==> config.mk <==
export PLATFORM = sky130hd
export DESIGN_NAME = abd_div
export DESIGN_NICKNAME = d
export VERILOG_FILES = /design/src/hdl/abd_pkg.sv /design/src/hdl/abd_div.sv
export SDC_FILE = /design/constraint.sdc
export NUM_CORES = 1
export LEC_CHECK = 0
export ABC_AREA = 1
export CORE_MARGIN = 4
export CORE_UTILIZATION = 57
export CTS_CLUSTER_SIZE = 16
export DETAILED_ROUTE_END_ITERATION = 10
export DONT_BUFFER_PORTS = 1
export PLACE_DENSITY = 0.76
export SLEW_MARGIN = 20
export SYNTH_ARGS = -nofsm -noshare
export SYNTH_HDL_FRONTEND = slang
export SYNTH_SLANG_ARGS = --single-unit
==> constraint.sdc <==
create_clock -name aclk -period 1.76 [get_ports aclk]
set_input_delay 0.264 -clock aclk [delete_from_list [all_inputs] [get_ports aclk]]
set_output_delay 0.264 -clock aclk [all_outputs]
set_load 0.005 [all_outputs]
==> src/hdl/abd_pkg.sv <==
package abd_pkg;

    localparam int RING_DEPTH       = 512;
    localparam int SAMPLE_PERIOD_MS = 2;

    localparam int AXIS_W = 16;
    localparam int SUM_W  = 17;
    localparam int WIN_W  = 16;
    localparam int TIME_W = 32;
    localparam int PTR_W  = $clog2(RING_DEPTH);
    localparam int CNT_W  = $clog2(RING_DEPTH + 1);
    localparam int ACC_W  = SUM_W + $clog2(RING_DEPTH);
    localparam int STEP_W = $clog2(ACC_W + 1);

    localparam int IN_W    = 3 * AXIS_W + TIME_W;
    localparam int IN_PADW = ((IN_W + 7) / 8) * 8;
    localparam int OUT_W   = 2 * SUM_W;
    localparam int OUT_PADW = ((OUT_W + 7) / 8) * 8;

    localparam int APB_AW = 5;
    localparam int APB_DW = 32;

    // Register indexes, taken from paddr[4:2].
    localparam logic [2:0] REG_DETECT_MODE = 3'd0;
    localparam logic [2:0] REG_SPIKE_THR   = 3'd1;
    localparam logic [2:0] REG_WINDOW_MS   = 3'd2;
    localparam logic [2:0] REG_AVG_THR     = 3'd3;
    localparam logic [2:0] REG_COOLDOWN_MS = 3'd4;

    typedef struct packed {
        logic             start;
        logic [ACC_W-1:0] dividend;
        logic [CNT_W-1:0] divisor;
    } div_req_t;

    typedef struct packed {
        logic             done;
        logic [ACC_W-1:0] quotient;
    } div_rsp_t;

    // Absolute value of a signed Q8.8 axis; the most negative code gives 32768.
    function automatic logic [SUM_W-1:0] abs_axis(input logic [AXIS_W-1:0] raw);
        logic [SUM_W-1:0] ext;
        ext = {raw[AXIS_W-1], raw};
        if (raw[AXIS_W-1]) begin
            return SUM_W'(0) - ext;
        end
        return ext;
    endfunction

endpackage

==> src/hdl/abd_div.sv <==
module abd_div (
    input  logic              aclk,
    input  logic              aresetn,
    input  abd_pkg::div_req_t req,
    output abd_pkg::div_rsp_t rsp
);

    logic                        busy_reg;
    logic                        done_reg;
    logic [abd_pkg::STEP_W-1:0]  step_reg;
    logic [abd_pkg::CNT_W-1:0]   rem_reg;
    logic [abd_pkg::ACC_W-1:0]   quo_reg;
    logic [abd_pkg::CNT_W-1:0]   dvs_reg;

    logic [abd_pkg::CNT_W:0]     shifted;
    logic                        fits;
    logic [abd_pkg::CNT_W-1:0]   rem_next;

    // One quotient bit per cycle, restoring form.
    always_comb begin
        shifted  = {rem_reg, quo_reg[abd_pkg::ACC_W-1]};
        fits     = shifted >= {1'b0, dvs_reg};
        rem_next = fits ? abd_pkg::CNT_W'(shifted - {1'b0, dvs_reg})
                        : shifted[abd_pkg::CNT_W-1:0];
    end

    always_ff @(posedge aclk) begin
        if (!aresetn) begin
            busy_reg <= 1'b0;
            done_reg <= 1'b0;
            step_reg <= '0;
        end else begin
            done_reg <= 1'b0;
            if (req.start) begin
                busy_reg <= 1'b1;
                step_reg <= abd_pkg::STEP_W'(abd_pkg::ACC_W);
            end else if (busy_reg) begin
                step_reg <= step_reg - 1'b1;
                if (step_reg == abd_pkg::STEP_W'(1)) begin
                    busy_reg <= 1'b0;
                    done_reg <= 1'b1;
                end
            end
        end
    end

    always_ff @(posedge aclk) begin
        if (req.start) begin
            rem_reg <= '0;
            quo_reg <= req.dividend;
            dvs_reg <= req.divisor;
        end else if (busy_reg) begin
            rem_reg <= rem_next;
            quo_reg <= {quo_reg[abd_pkg::ACC_W-2:0], fits};
        end
    end

    assign rsp.done     = done_reg;
    assign rsp.quotient = quo_reg;

endmodule

==> results of run 1 <==
routing by layer:
layer  track usage [%]  up-vias  share of wire, %
met1              22.7      987                44
met4              8.39        0               1.7
met3              5.73        9               7.1
met5                 0        -                 0
met2              31.3       57                47
li1                  -     1119                 -
critical path: stages, from the launching register on:
cell and delay [ns]:
edfxtp_1 0.43, inv_2 0.11, ha_4 0.14, inv_2 0.05, fa_2 0.36, nand3_2 0.09, nand2_4 0.07, nand2_2 0.08
nand2_1 0.05, nand2_1 0.06, nand2_1 0.04, inv_1 0.04, nand2_1 0.04, nand3_1 0.07, nand2_1 0.05
cells by family after synthesis:
family	share of synthesized area (%)
AOI/OAI and AO/OA	3.45
and+or+nand+nor	30.2
xor gates and xnor gates	1.24
adders and majority gates	6.02
DFF	50.3
buffers and inverters	8.76
how the worst max path moves through the flow:
| stage | end | from | depth (start not counted) |
|---|---|---|---|
| after global routing | rem_reg[8] | quo_reg[25] | 14 |
| after CTS | rem_reg[2] | dvs_reg[8] | 11 |
| after floorplan | rem_reg[8] | quo_reg[25] | 14 |
| final | rem_reg[8] | quo_reg[25] | 14 |
| after global placement | rem_reg[8] | quo_reg[25] | 14 |
| after detailed placement | rem_reg[8] | quo_reg[25] | 14 |
layout make-up:
type                    instances  area share, %
clock buffers                   5           2.08
clock inverters                 3           1.51
inverters                      45           5.10
multi-input cells             235           40.7
flip-flops and latches         53           42.9
well taps                      67           2.53
repair buffers                 20           5.14
per-stage QoR:
step | hold WS, ns | util (%) | total power (uW) | setup slack (ns)
after CTS | 0.0317 | 64.8 | 2740 | 0.0171
after detailed placement | 0.363 | 62.0 | 1890 | -0.0379
after global routing | 0.0235 | 69.7 | 2940 | -0.121
final | 0.0392 | 69.7 | 2810 | -0.0232
after global placement | 0.363 | 62.0 | 1880 | 0.0165
after floorplan | 0.363 | - | 1800 | 0.0451
Yosys cell counts:
master,count,area share (%)
inv_1,45,6.0
xnor2_1,3,0.93
o21ai_0,2,0.35
a221oi_1,1,0.31
buf_2,1,0.18
nand2_1,144,19
xor2_1,1,0.31
nand4_1,1,0.22
a21oi_1,4,0.71
buf_6,3,1.2
clkbuf_8,1,0.49
fa_1,1,0.71
nor2_2,4,0.89
nand2_4,1,0.40
ha_1,12,5.3
or2_2,1,0.22
edfxtp_1,36,38
a21oi_2,2,0.62
a31oi_1,3,0.66
o21ai_1,3,0.53
nand3_1,23,4.1
dfxtp_1,17,12
buf_4,1,0.27
nand3b_1,6,1.6
o211ai_1,1,0.27
nor2_1,14,1.9
nor3_2,1,0.35
clkbuf_1,3,0.40
nor3_1,1,0.18
nand2_2,6,1.3
buf_1,2,0.27
cell usage in the layout, fill, tap and decap left out, types with 8 or more instances in the layout:
cell        n
buf_4      17
dfxtp_1    17
edfxtp_1   36
ha_4       10
inv_1      37
inv_2       8
nand2_1   137
nand2_2    10
nand3_1    20
nor2_1     14
report_power, final:
part           leakage, uW  internal (uW)  switching [uW]  total, uW
clock            0.0000603            436             419        855
sequential        0.000503           1450            73.4       1520
combinational      0.00100            196             235        431
total              0.00157           2080             728       2810
repair_timing:
action / CTS / global route
pin swaps: 0 / 15
buffers inserted: 1 / 5
setup endpoints to repair: 6 / 11
gates resized for setup: 3 / 39
==> flow_summary.yaml, run 1 <==
synthesis:
  syn_area_per_cell_um2: 8.22
  synth_seq_cells: 53
  syn-num-nets: 396
  netlist_area_um2: 2830
  yosysUniqueCellTypes: 31
  synthCells: 344
  yosysWarnings: 0
  yosysSeqAreaShare_pct: 50.3
global_routing:
  grt_pass1_wl_um: 9160
  grt.total_usage_pct: 18.9
  grt_start_max_net_pins: 40
  grt.overflow.total: 0
  grt_pass1_vias: 2142
  antenna_found_initial: 0
clock_tree:
  cts_max_path_buffers: 2
  cts_hold_buf: 0
  cts.sinks: 53
  clk_pin_slew_worst_paths_ns: 0.10
  htree_levels: 2
  cts_tree: "yes"
  insertion_delay_ns: 0.31
  ctsRootBufferMaster: "clkbuf_8"
  cts_made_buffers: 5
cells_and_area:
  final_area_um2: 3310
  multiInputGateArea_um2: 1350
  diodes: 0
  final_cells: 428
  area_growth_pct: 17.2
  layout-drive-gt1-share_pct: 20.5
  fillCellCount: 379
  largest_register_ffs: 26
  seqCellArea_um2: 1420
  fin_nets: 412
setup_path:
  critical_path_class: "flip-flop to flip-flop"
  arrival_ns: 2.00
  worstPathRequired_ns: 1.98
  r2r-end: "rem_reg[8]"
  reg2reg_setup_slack_ns: -0.02
  reg2reg_depth: 14
  end_kind: "flip-flop"
  r2r_start: "quo_reg[25]"
  crit_fanout: 3
  startpoint_type: "flip-flop"
min_path:
  whs_endpoint: "dvs_reg[0]"
  hp-class: "input pin to flip-flop"
  hold_start: "req[0]"
  whs_path_depth: 0
pwr:
  p_leak_uw: 0.00157
  powerDensity_nw_per_um2: 848
  peakVddDrop_mv: 0.611
place:
  dpl_cell_area_um2: 2950
  port_buffers: 0
  hpwl_um: 3890
  place.gp.congestion: 0.818
  place_inst: 414
drt:
  vias: 2172
  routedWlPerCell_um: 13.2
  final_antenna_net_count: 0
  wl_um: 5650
  routed_via_density: 5.07
  dr.pass1.iters: 6
  drt_iter0_drc: 70
  drc_errors: 0
sta:
  finalCritPeriodShare_pct: 101
  drv_slew: 0
  finalSetupViolCount: 2
  tns_ns: -0.0420
  skew_ns: 0.00572
  finalHoldViolCount: 0
  rsz0062_at_grt: "yes"
  worst_pin_slew_ns: 0.358
  worst_slack_ns: -0.0232
  fmax_mhz: 561
  finalCriticalPeriod_ns: 1.78
  timing.slew.headroom_pct: 76.2
run:
  maxCapViolations: 0
die:
  num_rows: 25
  die_h_um: 78.4
  ios: 66
  die_w_um: 78.4
  initial_utilization_pct: 59.4
  core_um2: 4750
  die-area_um2: 6150
status:
  violations: "setup timing"
  status: "finished, violations left"
Power figures use the tool's default switching activity.
==> run 2: changes to the inputs <==
Settings changed: CORE_UTILIZATION 57 to 68, PLACE_DENSITY 0.76 to 0.85.
Clock period 1.76 ns to 2.3 ns, I/O delays scaled along.
==> flow_summary.yaml, run 2 (synthesized netlist as in run 1, its figures left out) <==
clock_tree:
  cts_max_path_buffers: 2
  cts_setup_buffers: 0
  cts_tree: "yes"
  ctsRootBufferMaster: "clkbuf_8"
  htree_levels: 2
  cts_made_buffers: 5
  cts_hold_buf: 0
  clk_pin_slew_worst_paths_ns: 0.09
  cts.sinks: 53
  insertion_delay_ns: 0.30
  cts_resized: 0
pwr:
  peakVddDrop_mv: 0.531
  switchingPower_uw: 486
  netSwitchingFraction_pct: 25.5
  p_comb_share_pct: 12.9
  powerDensity_nw_per_um2: 648
  p_leak_uw: 0.00146
  power_frac_seq_pct: 60.9
  clockPowerShare_pct: 26.2
  power_uw: 1900
  p_int_uw: 1420
setup_path:
  critical_path_buf_inv_count: 1
  slowest_stage: "ha_1"
  reg2reg_setup_slack_ns: 0.39
  reg2reg_depth: 11
  critical_path_class: "flip-flop to flip-flop"
  r2r-end: "rem_reg[9]"
  worstPathCellList: "inv_1, ha_1, nand3_1, nand2_2, nand2_2, nand2_2, nand2_4, nand2_2, nand3_1, nand2_1, nand2_1"
  startpoint_type: "flip-flop"
  end_kind: "flip-flop"
  crit_fanout: 13
  cpMostUsedCell: "nand2_2"
  r2r_start: "dvs_reg[2]"
  cp_top_family: "simple AND/OR/NAND/NOR gates"
  arrival_ns: 2.10
  worstPathRequired_ns: 2.49
  critPathMaxStageDelay_ns: 0.41
cells_and_area:
  fillCellCount: 313
  final_util_pct: 73.5
  diodes: 0
  fin_nets: 398
  multiInputGateArea_um2: 1160
  layout-drive-gt1-share_pct: 7.78
  area_growth_pct: 3.98
  largest_register_ffs: 26
  final_common_cell: "nand2_1"
  final_cell_mix: "nand2_1 (144), inv_1 (45), edfxtp_1 (36)"
  seqCellArea_um2: 1420
global_routing:
  grt_pass1_wl_um: 8940
  grt_start_max_net_pins: 40
  grt_pass1_vias: 2087
  antenna_found_initial: 0
  grt.overflow.total: 0
  grt.total_usage_pct: 21.8
drt:
  wl_um: 5220
  routedWlPerCell_um: 13.1
  vias: 2122
  drc_errors: 0
  dr.pass1.iters: 5
  final_antenna_net_count: 0
  drt_iter0_drc: 112
  routed_via_density: 5.35
min_path:
  whs_path_depth: 0
  hp-class: "input pin to flip-flop"
  hold_start: "req[9]"
  whs_endpoint: "dvs_reg[9]"
sta:
  timing.slew.headroom_pct: 44.4
  worst_slack_ns: 0.395
  worst_pin_slew_ns: 0.833
  finalCritPeriodShare_pct: 82.8
  finalHoldViolCount: 0
  drv_slew: 0
  rsz0062_at_grt: "no"
  skew_ns: 0.00345
  fmax_mhz: 525
  finalSetupViolCount: 0
  tns_ns: 0
  finalCriticalPeriod_ns: 1.91
die:
  core_um2: 4000
  die_h_um: 72.5
  ios: 66
  die-area_um2: 5250
  die_w_um: 72.5
  initial_utilization_pct: 70.7
  num_rows: 23
place:
  place.gp.congestion: 0.849
  port_buffers: 0
  pre_cts_ws_ns: 0.416
  hpwl_um: 3860
run:
  maxCapViolations: 0
status:
  status: "complete, no violations"
run 2: changes by cell type in the layout (fill, tap and decap cells not counted), moves of 3 or more:
cell     before  now
nand2_4       4    1
nand3_1      20   23
nand2_1     137  144
inv_2         8    0
ha_4         10    0
nand3_2       3    0
buf_4        17    6
nand2_2      10    6
ha_1          2   12
inv_1        37   45
run 2: how the worst max path moves through the flow:
| stage | start | to | slack, ns | depth (start not counted) |
|---|---|---|---|---|
| floorplan | quo_reg[25] | rem_reg[8] | 0.59 | 14 |
| global placement | quo_reg[25] | rem_reg[8] | 0.45 | 14 |
| detailed placement | quo_reg[25] | rem_reg[8] | 0.42 | 14 |
| CTS | quo_reg[25] | rem_reg[8] | 0.40 | 14 |
| global route | quo_reg[25] | rem_reg[8] | 0.21 | 14 |
| finish | dvs_reg[2] | rem_reg[9] | 0.39 | 11 |
run 2: layout make-up:
type	instances	share of cell area (%)
clock buffers	7	2.60
clock inverters	1	0.255
inverters	45	5.75
multi-input cells	235	39.4
flip-flops and latches	53	48.4
well taps	50	2.13
repair buffers	6	1.53
run 2: stage by stage:
step / hold slack, ns / cells / cell area, um^2
6_report: 0.136 / 397 / 2940
2_1_floorplan: 0.444 / 344 / 2830
5_1_grt: 0.112 / 397 / 2940
3_3_place_gp: 0.444 / 389 / 2860
3_5_place_dp: 0.444 / 389 / 2860
4_1_cts: 0.122 / 397 / 2940
run 2: metal layers:
metal | wire [um] | track usage (%) | vias up
met5 | 0 | 0 | -
met4 | 66 | 8.81 | 0
met3 | 433 | 6.93 | 8
met2 | 2450 | 35.1 | 78
met1 | 2260 | 27.4 | 948
li1 | - | - | 1088
run 2: power groups by stage:
stage               combinational, uW  clock [uW]  sequential [uW]
finish                            246         498             1160
global route                      287         555             1170
detailed placement                246           0             1180
floorplan                         211           0             1160
global placement                  238           0             1180
CTS                               246         510             1160
==> run 3: changes to the inputs <==
Settings changed: CORE_UTILIZATION 68 to 63, PLACE_DENSITY 0.85 to 0.8.
Clock period 2.3 ns to 1.8 ns, I/O delays scaled along.
==> flow_summary.yaml, run 3 (synthesized netlist as in run 1, its figures left out) <==
die:
  num_rows: 24
  core_um2: 4350
  ios: 66
  die_h_um: 75.0
  die_w_um: 75.0
  initial_utilization_pct: 64.9
  die-area_um2: 5620
sta:
  rsz0062_at_grt: "yes"
  timing.slew.headroom_pct: 75.3
  worst_pin_slew_ns: 0.370
  tns_ns: 0
  finalHoldViolCount: 0
  finalCriticalPeriod_ns: 1.73
  finalCritPeriodShare_pct: 95.9
  fmax_mhz: 579
  drv_slew: 0
  skew_ns: 0.00495
  finalSetupViolCount: 0
clock_tree:
  insertion_delay_ns: 0.31
  cts.sinks: 53
  cts_made_buffers: 5
  ctsRootBufferMaster: "clkbuf_8"
  cts_hold_buf: 0
  htree_levels: 2
  cts_tree: "yes"
  cts_max_path_buffers: 2
  clk_pin_slew_worst_paths_ns: 0.10
status:
  status: "complete, no violations"
drt:
  drc_errors: 0
  final_antenna_net_count: 0
  wl_um: 5780
  vias: 2140
  dr.pass1.iters: 4
  routed_via_density: 5.28
  drt_iter0_drc: 112
  routedWlPerCell_um: 14.3
global_routing:
  grt_pass1_vias: 2026
  grt_start_max_net_pins: 40
  grt.overflow.total: 0
  grt.total_usage_pct: 21.9
  antenna_found_initial: 0
  grt_pass1_wl_um: 9200
setup_path:
  crit_fanout: 3
  arrival_ns: 1.92
  worstPathRequired_ns: 2.00
  end_kind: "flip-flop"
  critical_path_class: "flip-flop to flip-flop"
  startpoint_type: "flip-flop"
cells_and_area:
  layout-drive-gt1-share_pct: 15.6
  final_common_cell: "nand2_1"
  area_growth_pct: 12.4
  final_area_um2: 3180
  diodes: 0
  final_cell_mix: "nand2_1 (141), inv_1 (40), edfxtp_1 (36)"
  fin_nets: 404
  largest_register_ffs: 26
pwr:
  switchingPower_uw: 714
  peakVddDrop_mv: 0.568
  p_leak_uw: 0.00150
  p_int_uw: 2000
  netSwitchingFraction_pct: 26.3
  p_comb_share_pct: 13.9
  powerDensity_nw_per_um2: 855
  clockPowerShare_pct: 31.4
  power_frac_seq_pct: 54.7
place:
  port_buffers: 0
  dpl_cell_area_um2: 2900
  place.gp.congestion: 0.860
  hpwl_um: 3920
min_path:
  hp-class: "input pin to flip-flop"
run:
  maxCapViolations: 0
## run 3: path summary, 6_finish.rpt
check | startpoint | endpoint | slack, ns | cells past startpoint
worst max-delay path | quo_reg[25] | rem_reg[4] | 0.07 | 10
worst min-delay path | req[4] | dvs_reg[4] | 0.04 | 0
worst max register to register | quo_reg[25] | rem_reg[4] | 0.07 | 10
worst min register to register | rem_reg[9] | rem_reg[9] | 0.50 | 2
## run 3: timing repair
action,in CTS,in global routing
gates cloned,0,0
buffers inserted,0,1
endpoints found under the hold margin,0,0
pin swaps,0,10
gates resized for setup,1,30
setup endpoints to repair,1,11
## run 3: worst max-delay path, stage by stage (launching register included)
cell      delay, ns
edfxtp_1       0.41
inv_2          0.10
ha_4           0.14
inv_4          0.04
fa_2           0.36
nand3_2        0.09
nand2_4        0.06
xnor2_1        0.17
nand2_1        0.10
nand3_1        0.08
o21ai_1        0.07
## run 3: metrics by stage
stage | hold slack (ns) | setup WS [ns] | power, uW | cells | util (%)
after global routing | 0.0254 | -0.0394 | 2850 | 405 | 73.0
after CTS | 0.0353 | 0.00481 | 2680 | 404 | 69.3
after detailed placement | 0.369 | -0.00335 | 1840 | 396 | 66.5
after global placement | 0.369 | 0.0381 | 1830 | 396 | 66.5
after floorplan | 0.369 | 0.0851 | 1760 | 344 | -
final | 0.0439 | 0.0739 | 2720 | 405 | 73.0
## run 3: cell type report
class                           count  area (um^2)
Multi-Input combinational cell    235         1300
Timing Repair Buffer               12         97.6
Tap cell                           52         65.1
Sequential cell                    53         1420
Clock inverter                      3         50.0
Inverter                           45          171
Clock buffer                        5         68.8
Fill cell                         315         1180
## run 3: power by group through the flow
stage / Clock, uW / Combinational [uW] / Sequential [uW]
6_report: 852 / 379 / 1490
3_3_place_gp: 0 / 318 / 1510
5_1_grt: 915 / 433 / 1500
4_1_cts: 869 / 334 / 1480
2_1_floorplan: 0 / 269 / 1490
3_5_place_dp: 0 / 331 / 1510
## run 3: routing by layer
metal  vias to the layer above  global-route usage [%]  part of all wire, %
li1                       1100                       -                    -
met1                       952                    28.0                   41
met2                        75                    34.6                   49
met3                        13                    6.81                  7.7
met4                         0                    8.89                  2.5
met5                         -                       0                    0
